--- config.mk ---
export PLATFORM = sky130hd
export DESIGN_NAME = ack_tracked_message_table_unit
export DESIGN_NICKNAME = d
export VERILOG_FILES = /design/src/rtl/atmt_pkg.sv /design/src/rtl/ack_tracked_message_table_unit.sv /design/src/rtl/atmt_mem.sv
export SDC_FILE = /design/constraint.sdc
export NUM_CORES = 1
export LEC_CHECK = 0
export BUFFER_PORTS_ARGS = -buffer_cell sky130_fd_sc_hd__buf_2
export CORE_ASPECT_RATIO = 1.4
export CORE_UTILIZATION = 55
export CTS_CLUSTER_DIAMETER = 150
export CTS_CLUSTER_SIZE = 10
export DETAILED_ROUTE_END_ITERATION = 12
export GPL_TIMING_DRIVEN = 1
export PLACE_DENSITY = 0.84
export SKIP_CTS_REPAIR_TIMING = 1
export SLEW_MARGIN = 20
export SYNTH_ARGS = -nofsm -noshare
export SYNTH_HDL_FRONTEND = slang
export SYNTH_SLANG_ARGS = --single-unit
--- constraint.sdc ---
create_clock -name clock -period 6.2 [get_ports clock]
set_input_delay 0.93 -clock clock [delete_from_list [all_inputs] [get_ports clock]]
set_output_delay 0.93 -clock clock [all_outputs]
set_load 0.005 [all_outputs]
--- src/rtl/atmt_pkg.sv ---
package atmt_pkg;

   localparam int ENTRIES_DEF = 16;
   localparam int REF_WIDTH_DEF = 16;
   localparam int ID_W = 16;
   localparam int CNT_W = 5;

   localparam logic [2:0] OP_QUERY = 3'd0;
   localparam logic [2:0] OP_PUSH_OUT = 3'd1;
   localparam logic [2:0] OP_PUSH_IN = 3'd2;
   localparam logic [2:0] OP_MARK = 3'd3;
   localparam logic [2:0] OP_FLUSH = 3'd4;

   typedef struct packed {
      logic [2:0] op;
      logic [15:0] msg_id;
      logic [15:0] body_ref;
   } req_type;

   typedef struct packed {
      logic accepted;
      logic [15:0] assigned_id;
      logic pending_found;
      logic [15:0] pending_id;
      logic [15:0] pending_body_ref;
      logic [4:0] pending_count;
      logic [4:0] entry_count;
      logic [15:0] next_seq_id;
   } rsp_type;

endpackage

--- src/rtl/ack_tracked_message_table_unit.sv ---
// A query, a push or an undefined op scans the held entries once for the status; a mark
// walks the table up to the matching entry and a flush walks all of it before that scan,
// each read going through the single read port of the entry memory. One item is in work at
// a time; the next item is accepted the cycle after the result is loaded, and loading waits
// while the previous result is held. Reset clears the count, sets the sequence id to one;
// entry storage is not cleared.
module ack_tracked_message_table_unit
   import atmt_pkg::*;
#(
   parameter int ENTRIES = ENTRIES_DEF,
   parameter int REF_WIDTH = REF_WIDTH_DEF
) (
   input  logic clock,
   input  logic reset,
   input  logic req_valid,
   output logic req_ready,
   input  req_type req_data,
   output logic rsp_valid,
   input  logic rsp_ready,
   output rsp_type rsp_data
);

   localparam int AW = (ENTRIES > 1) ? $clog2(ENTRIES) : 1;
   localparam int CW = $clog2(ENTRIES + 1);
   localparam int DW = ID_W + 2 + REF_WIDTH;

   localparam logic [2:0] S_IDLE = 3'd0;
   localparam logic [2:0] S_MARK = 3'd1;
   localparam logic [2:0] S_FLUSH = 3'd2;
   localparam logic [2:0] S_STAT = 3'd3;
   localparam logic [2:0] S_DONE = 3'd4;

   // Entry word: {id, outbound, acked, ref}.
   logic we;
   logic [AW-1:0] waddr, raddr;
   logic [DW-1:0] wdata, rdata;

   atmt_mem #(.ENTRIES(ENTRIES), .DW(DW)) u_mem (
      .clock(clock), .we(we), .waddr(waddr), .wdata(wdata),
      .raddr(raddr), .rdata(rdata)
   );

   logic [2:0] state_ff, state_in;
   logic [CW-1:0] held_ff, held_in;
   logic [15:0] seq_ff, seq_in;
   logic [CW:0] idx_ff, idx_in;       // read index being issued
   logic rd_vld_ff, rd_vld_in;        // rdata belongs to idx_ff-1
   logic [CW-1:0] kept_ff, kept_in;
   logic [CW-1:0] pos_ff, pos_in;     // entry index of rdata
   req_type req_ff, req_in;
   rsp_type res_ff, res_in;
   logic out_vld_ff, out_vld_in;
   rsp_type out_ff, out_in;

   logic [15:0] r_id;
   logic r_out, r_ack;
   logic [REF_WIDTH-1:0] r_ref;
   assign {r_id, r_out, r_ack, r_ref} = rdata;

   logic [CW:0] held_ext;
   assign held_ext = {1'b0, held_ff};
   assign raddr = idx_ff[AW-1:0];
   assign req_ready = (state_ff == S_IDLE);
   assign rsp_valid = out_vld_ff;
   assign rsp_data = out_ff;

   always_comb begin
      state_in = state_ff;
      held_in = held_ff;
      seq_in = seq_ff;
      idx_in = idx_ff;
      rd_vld_in = 1'b0;
      kept_in = kept_ff;
      pos_in = pos_ff;
      req_in = req_ff;
      res_in = res_ff;
      out_vld_in = out_vld_ff;
      out_in = out_ff;
      we = 1'b0;
      waddr = held_ff[AW-1:0];
      wdata = '0;
      if (out_vld_ff && rsp_ready) begin
         out_vld_in = 1'b0;
      end
      case (state_ff)
         S_IDLE: begin
            if (req_valid) begin
               req_in = req_data;
               res_in = '0;
               idx_in = '0;
               kept_in = '0;
               state_in = S_STAT;
               case (req_data.op)
                  OP_QUERY: res_in.accepted = 1'b1;
                  OP_PUSH_OUT, OP_PUSH_IN: begin
                     if (held_ext < (CW+1)'(ENTRIES)) begin
                        we = 1'b1;
                        res_in.accepted = 1'b1;
                        if (req_data.op == OP_PUSH_OUT) begin
                           wdata = {seq_ff, 1'b1, 1'b0, req_data.body_ref[REF_WIDTH-1:0]};
                           res_in.assigned_id = seq_ff;
                           seq_in = seq_ff + 16'd1;
                        end else begin
                           wdata = {req_data.msg_id, 1'b0, 1'b1,
                                    req_data.body_ref[REF_WIDTH-1:0]};
                           res_in.assigned_id = req_data.msg_id;
                        end
                        held_in = held_ff + CW'(1);
                     end
                  end
                  OP_MARK: state_in = S_MARK;
                  OP_FLUSH: begin
                     res_in.accepted = 1'b1;
                     state_in = S_FLUSH;
                  end
                  default: ;
               endcase
            end
         end
         S_MARK, S_FLUSH, S_STAT: begin
            // Issue reads up to held; consume rdata in the cycle after each read.
            if (idx_ff < held_ext) begin
               idx_in = idx_ff + (CW+1)'(1);
               rd_vld_in = 1'b1;
               pos_in = idx_ff[CW-1:0];
            end
            if (rd_vld_ff) begin
               if (state_ff == S_MARK) begin
                  if (r_id == req_ff.msg_id) begin
                     we = 1'b1;
                     waddr = pos_ff[AW-1:0];
                     wdata = {r_id, r_out, 1'b1, r_ref};
                     res_in.accepted = 1'b1;
                     idx_in = '0;
                     rd_vld_in = 1'b0;
                     state_in = S_STAT;
                  end
               end else if (state_ff == S_FLUSH) begin
                  if (!r_ack) begin
                     we = 1'b1;
                     waddr = kept_ff[AW-1:0];
                     wdata = {r_id, r_out, 1'b0, r_ref};
                     kept_in = kept_ff + CW'(1);
                  end
               end else if (r_out && !r_ack) begin
                  if (!res_in.pending_found) begin
                     res_in.pending_found = 1'b1;
                     res_in.pending_id = r_id;
                     res_in.pending_body_ref = 16'(r_ref);
                  end
                  res_in.pending_count = res_in.pending_count + 5'd1;
               end
            end
            if (idx_ff >= held_ext && !rd_vld_ff && state_in == state_ff) begin
               idx_in = '0;
               if (state_ff == S_FLUSH) begin
                  held_in = kept_ff;
                  state_in = S_STAT;
               end else if (state_ff == S_MARK) begin
                  state_in = S_STAT;
               end else begin
                  state_in = S_DONE;
               end
            end
         end
         S_DONE: begin
            if (!out_vld_ff || rsp_ready) begin
               out_vld_in = 1'b1;
               out_in = res_ff;
               out_in.entry_count = 5'(held_ff);
               out_in.next_seq_id = seq_ff;
               state_in = S_IDLE;
            end
         end
         default: state_in = S_IDLE;
      endcase
   end

   always_ff @(posedge clock) begin
      if (reset) begin
         state_ff <= S_IDLE;
         held_ff <= '0;
         seq_ff <= 16'd1;
         rd_vld_ff <= 1'b0;
         out_vld_ff <= 1'b0;
      end else begin
         state_ff <= state_in;
         held_ff <= held_in;
         seq_ff <= seq_in;
         rd_vld_ff <= rd_vld_in;
         out_vld_ff <= out_vld_in;
      end
      idx_ff <= idx_in;
      kept_ff <= kept_in;
      pos_ff <= pos_in;
      req_ff <= req_in;
      res_ff <= res_in;
      out_ff <= out_in;
   end

   a_held_range: assert property (@(posedge clock) disable iff (reset)
      held_ff <= CW'(ENTRIES)) else $error("held count beyond depth");
   a_pend_le_held: assert property (@(posedge clock) disable iff (reset)
      rsp_valid |-> rsp_data.pending_count <= rsp_data.entry_count)
      else $error("pending count above entry count");
   a_found: assert property (@(posedge clock) disable iff (reset)
      rsp_valid |-> (rsp_data.pending_found == (rsp_data.pending_count != 5'd0)))
      else $error("pending flag disagrees with count");

endmodule

--- src/rtl/atmt_mem.sv ---
module atmt_mem
   import atmt_pkg::*;
#(
   parameter int ENTRIES = ENTRIES_DEF,
   parameter int DW = 34,
   localparam int AW = (ENTRIES > 1) ? $clog2(ENTRIES) : 1
) (
   input  logic clock,
   input  logic we,
   input  logic [AW-1:0] waddr,
   input  logic [DW-1:0] wdata,
   input  logic [AW-1:0] raddr,
   output logic [DW-1:0] rdata
);

   logic [DW-1:0] mem [ENTRIES];

   always_ff @(posedge clock) begin
      if (we) begin
         mem[waddr] <= wdata;
      end
      rdata <= mem[raddr];
   end

endmodule

---- After elaboration in Yosys (flattened, before gate mapping) ----
Memories as Yosys holds them, arrays and structs flattened. A register that Yosys moved wholly into a read port is not among the register bits.
Cells that the tools add are included.
Widths: inputs -> output; s select.
cells by class
  add/sub/neg operators ................... 5
  multipliers ............................. 0
  divide/modulo/power cells ............... 0
  $lt $le $gt $ge ......................... 3
  equal/unequal tests ..................... 24
  shift operators ......................... 0
  multiplexer cells ....................... 79
  bitwise logic cells ..................... 1
  reductions and logical operators ........ 27
operators by type and width
  cell                   count
  $mux 34                9
  $mux 38                4
  $mux 76                1
  $pmux 38 s2            1
  $pmux 34 s2            1
  $mux 5                 10
  $mux 6                 6
  $mux 16                2
  $mux 32                1
  $mux 3                 9
  $mux 4                 6
  $ne 2x2->1 const B     12
  $mux 1                 20
  $pmux 5 s2             2
  $reduce_and 6->1       3
  $mux 17                1
  $add 16x1->16 const B  1
  $eq 16x16->1           1
  $add 5x1->5 const B    3
  $eq 3x2->1 const B     4
  $pmux 6 s2             1
  $reduce_and 2->1       6
  $reduce_and 5->1       2
  $pmux 3 s3             1
  other kinds (19)       32
storage, ports and cells
  register bits after elaboration ......... 188
  bits in latches ......................... 0
  memory bits (writable) .................. 544
  bits in read-only memories .............. 0
  input bits .............................. 39
  output and inout bits ................... 78
  logic and storage cells ................. 163
  memories kept ........................... 1
memory list
  name       depth  bits a word  rd ports  clocked after Yosys merged registers in  write ports  line            text
  u_mem.mem  16     34           1         1                                        1            atmt_mem.sv:16  logic [DW-1:0] mem [ENTRIES];

---- Longest topological paths before layout ----
  depth after elaboration ................. 9
  mapped depth ............................ 12
  gate-level depth less buffers ........... 8

---- Hierarchy ----
From an unflattened synthesis, not the netlist that was laid out.
second synthesis, totals
  cell total of the unflattened synthesis .. 1473
  area, all modules ....................... 29097.9 um2
by module, submodules not included
  module                          instances  cells each  area each (um2)  seq. area each (um2)
  atmt_mem                        1          888         21076.5          17016.3
  ack_tracked_message_table_unit  1          585         8021.4           5385.2

---- Worst setup path after synthesis ----
OpenSTA, ideal clock, no wires.
  path kind ............................... in2reg
  from .................................... input port req_data[32] (netlist name)
  to ...................................... memory u_mem.mem[2][0], enable pin
  arrival time ............................ 5.666 ns
  required time ........................... 5.678 ns
  setup slack ............................. 0.011 ns
  stages on the path ...................... 6
  cell sequence ........................... xnor2_1 or3_1 clkbuf_1 nor2_2 o211ai_1 nor4b_1
on the way
  cells in the longest elaborated chain, start to end .. 7
ends and longest elaborated chain
  what                                             line                                  text
  start: declaration                               ack_tracked_message_table_unit.sv:17  input req_type req_data,
  $eq 3x1->1 / $eq 3x2->1 (equally long branches)  ack_tracked_message_table_unit.sv:93  case (req_data.op)
  $reduce_or 2->1 (*)                              ack_tracked_message_table_unit.sv:93
  $mux 1 (*)                                       ack_tracked_message_table_unit.sv:93
  $mux 1 (*)                                       ack_tracked_message_table_unit.sv:87  if (req_valid) begin
  $pmux 1 s2 (*)                                   ack_tracked_message_table_unit.sv:85  case (state_ff)
  $mux 1 (*)                                       atmt_mem.sv:19                        if (we) begin
  $mux 1 (not written as such) (*)                 atmt_mem.sv:20                        mem[waddr] <= wdata;
  end: declaration                                 atmt_mem.sv:16
Every way passes the cells marked *; elsewhere a longest branch is shown, timed or not.

---- Worst setup path in the final report ----
  from .................................... register req_ff[21] (netlist name)
  to ...................................... memory u_mem.mem[15][11], enable pin
on the way
  cells in the longest elaborated chain, start to end .. 7
ends and longest elaborated chain
  what                          line                                   text
  start: declaration            ack_tracked_message_table_unit.sv:50   req_type req_ff, req_in;
  start signal: assignment      ack_tracked_message_table_unit.sv:196  req_ff <= req_in;
  $eq 16x16->1 (*)              ack_tracked_message_table_unit.sv:129  if (r_id == req_ff.msg_id) begin
  $mux 1                        ack_tracked_message_table_unit.sv:129
  $mux 1                        ack_tracked_message_table_unit.sv:128  if (state_ff == S_MARK) begin
  $mux 1                        ack_tracked_message_table_unit.sv:127  if (rd_vld_ff) begin
  $pmux 1 s2                    ack_tracked_message_table_unit.sv:85
  $mux 1                        atmt_mem.sv:19
  $mux 1 (not written as such)  atmt_mem.sv:20
Marked as above.

==> flow_summary.yaml <==
placement:
  place_congestion: 0.886
  dp_hpwl_um: 35000
  place_ws_ns: 1.60
  placed_cells: 2178
  placement.io_buffers: 116
synth:
  avgSynthCellArea_um2: 20.8
  synth_edf_count: 706
  netlist.top_cell.by_area: "edfxtp_1"
  synthArstFlopShare: 0
  synth_area_leaders: "edfxtp_1 (73%), mux4_2 (13%), dfxtp_1 (4.1%)"
  synth_ff_type: "edfxtp_1"
  synth-seq-cells: 766
  synth-seq-area-share: 0.772
  yosys.cell_types.count: 57
  synth.yosys.warnings: 0
  synth_top_area_frac: 0.731
  syn-num-nets: 1442
  synthCells: 1393
  syn_area_um2: 29000
worst_setup_path:
  worstPathArrival_ns: 4.90
  crit_family: "simple AND/OR/NAND/NOR gates"
  critical-path-slowest-cell: "and4b_2"
  crit_chain: "xor2_1 > nor4_1 > nand4_1 > o31ai_4 > o2bb2ai_1 > and4b_2"
  worstSetupPathType: "register to register"
  crit_path_end_kind: "register"
  required_ns: 6.43
  cp_max_fo: 34
  critPathMaxStageDelay_ns: 1.20
  reg2reg_slack_ns: 1.53
  cp.buffers_inverters: 0
  critPathLaunchType: "register"
sta:
  drv_slew: 0
  hold_viol_final: 0
  setup-tns-final_ns: 0
  rsz0062_at_grt: "false"
  finClkSkew_ns: 0.0201
  worst-slew-pin-transition_ns: 1.16
  setup-violations-final: 0
  setup_ws_ns: 1.53
  relSlewSlack: 0.227
  layout_min_cycle_time_ns: 4.67
  max_freq_ghz: 0.214
  period_share: 0.754
clocking:
  cts.clk_slew.worst_paths_ns: 0.05
  clk_latency_ns: 0.63
  cts_root_buf: "clkbuf_16"
  cts_tree: "built"
  cts_num_sinks: 766
  htreeDepth: 3
  cts_buffers: 86
  cts_buffer_depth: 3
die:
  start_util: 0.556
  chipHeight_um: 274
  die_width_um: 196
  dieArea_um2: 53700
  std_cell_rows: 99
  io_pins: 117
  core_area_um2: 52100
finish:
  layout-drive-gt1-share: 0.269
  num_antenna_cells: 0
  mostFrequentLayoutCells: "edfxtp_1 (706), mux4_2 (170), buf_2 (116)"
  fillers: 3257
  final_nets: 1609
  instances_no_fill: 2334
  areaGrowthSynthToFinish_pct: 13.9
  final_common_cell: "edfxtp_1"
power:
  p_per_area_nw_per_um2: 427
  leakage_uw: 0.0108
  max-vdd-ir-drop_v: 0.000321
route:
  totalWireLength_um: 65600
  ant_nets: 0
  avgViaCountPerCell: 6.25
  drt-initial-drc-count: 1504
  drc: 0
  routedWlPerCell_um: 28.1
  first_pass_iters: 5
  via_count: 14587
global_routing:
  grt_pass1_wl_um: 96200
  first_global_vias: 15219
  grt_start_max_net_pins: 142
  gr-usage-all-layers: 0.248
  antenna_found_initial: 0
  grt_overflow: 0
job:
  drv_cap: 0
outcome:
  outcome: "complete, no violations"
worst_hold_path:
  hold_class: "register to register"
==> power breakdown <==
part,switching (uW),internal [uW],leakage (uW)
combinational,1670,1280,0.00252
clock,1950,2670,0.00118
sequential,274,6280,0.00710
==> registers in the layout (all words and copies together) (netlist names) <==
signal,count
rsp_valid,1
pos_ff,4
held_ff,5
idx_ff,6
rsp_data,76
u_mem.rdata,34
rd_vld_ff,1
res_ff,55
state_ff,3
kept_ff,5
req_ff,16
seq_ff,16
u_mem.mem,544
==> cell families after synthesis <==
family,count (synthesis),share of synthesized area
compound gates,112,0.0270
xor+xnor,39,0.0118
fa+ha+maj,10,0.00431
buf+inv,80,0.0112
flops,766,0.772
mux,173,0.133
simple gates,213,0.0401
==> layout make-up <==
cell class | instances | area, um^2 | area share
well taps | 707 | 885 | 0.0268
multi-input cells | 547 | 6370 | 0.193
repair buffers | 146 | 835 | 0.0253
flip-flops and latches | 766 | 22400 | 0.678
clock inverters | 5 | 76.3 | 0.00231
clock buffers | 150 | 2410 | 0.0731
inverters | 13 | 48.8 | 0.00148
==> worst paths after layout <==
path                            startpoint                 to  cells past startpoint
worst max-delay path            req_ff[21]  u_mem.mem[15][11]                      6
worst min register to register  res_ff[62]       rsp_data[62]                      0
worst max register to register  req_ff[21]  u_mem.mem[15][11]                      6
worst min-delay path            res_ff[62]       rsp_data[62]                      0
==> routing by layer <==
layer / global-route usage / routed length (um) / up-vias
met4: 0.119 / 2760 / 0
li1: - / - / 6047
met5: 0 / 0 / -
met2: 0.447 / 35100 / 847
met3: 0.0378 / 4620 / 175
met1: 0.292 / 23100 / 7518
==> per-stage QoR <==
stage          cell area [um^2]  hold WS, ns  total power (uW)  utilization
3_5_place_dp              30500        0.405              9530        0.585
4_1_cts                   33000        0.410             14200        0.633
3_3_place_gp              30500        0.404              9400        0.585
5_1_grt                   33000        0.424             14500        0.633
6_report                  33000        0.412             14100        0.633
2_1_floorplan             29000        0.400              8660            -
==> Yosys cell counts, drive strengths merged (4+ instances only) <==
cell and instances:
or3 7, inv 12, a21oi 35, dfxtp 60
ha 10, xnor2 8, nor4b 9, o21ai 14
and4b 4, and2 36, nor3 5, nand2 58
nor2b 4, nand3 15, nand2b 5, nand4 6
o31ai 4, nor4 9, nor2 40, clkbuf 43
mux4 170, buf 24, a22o 32, and3 6
o21a 4, xor2 31, edfxtp 706, a31oi 4
Note: power is estimated with default switching activity, not from simulation.
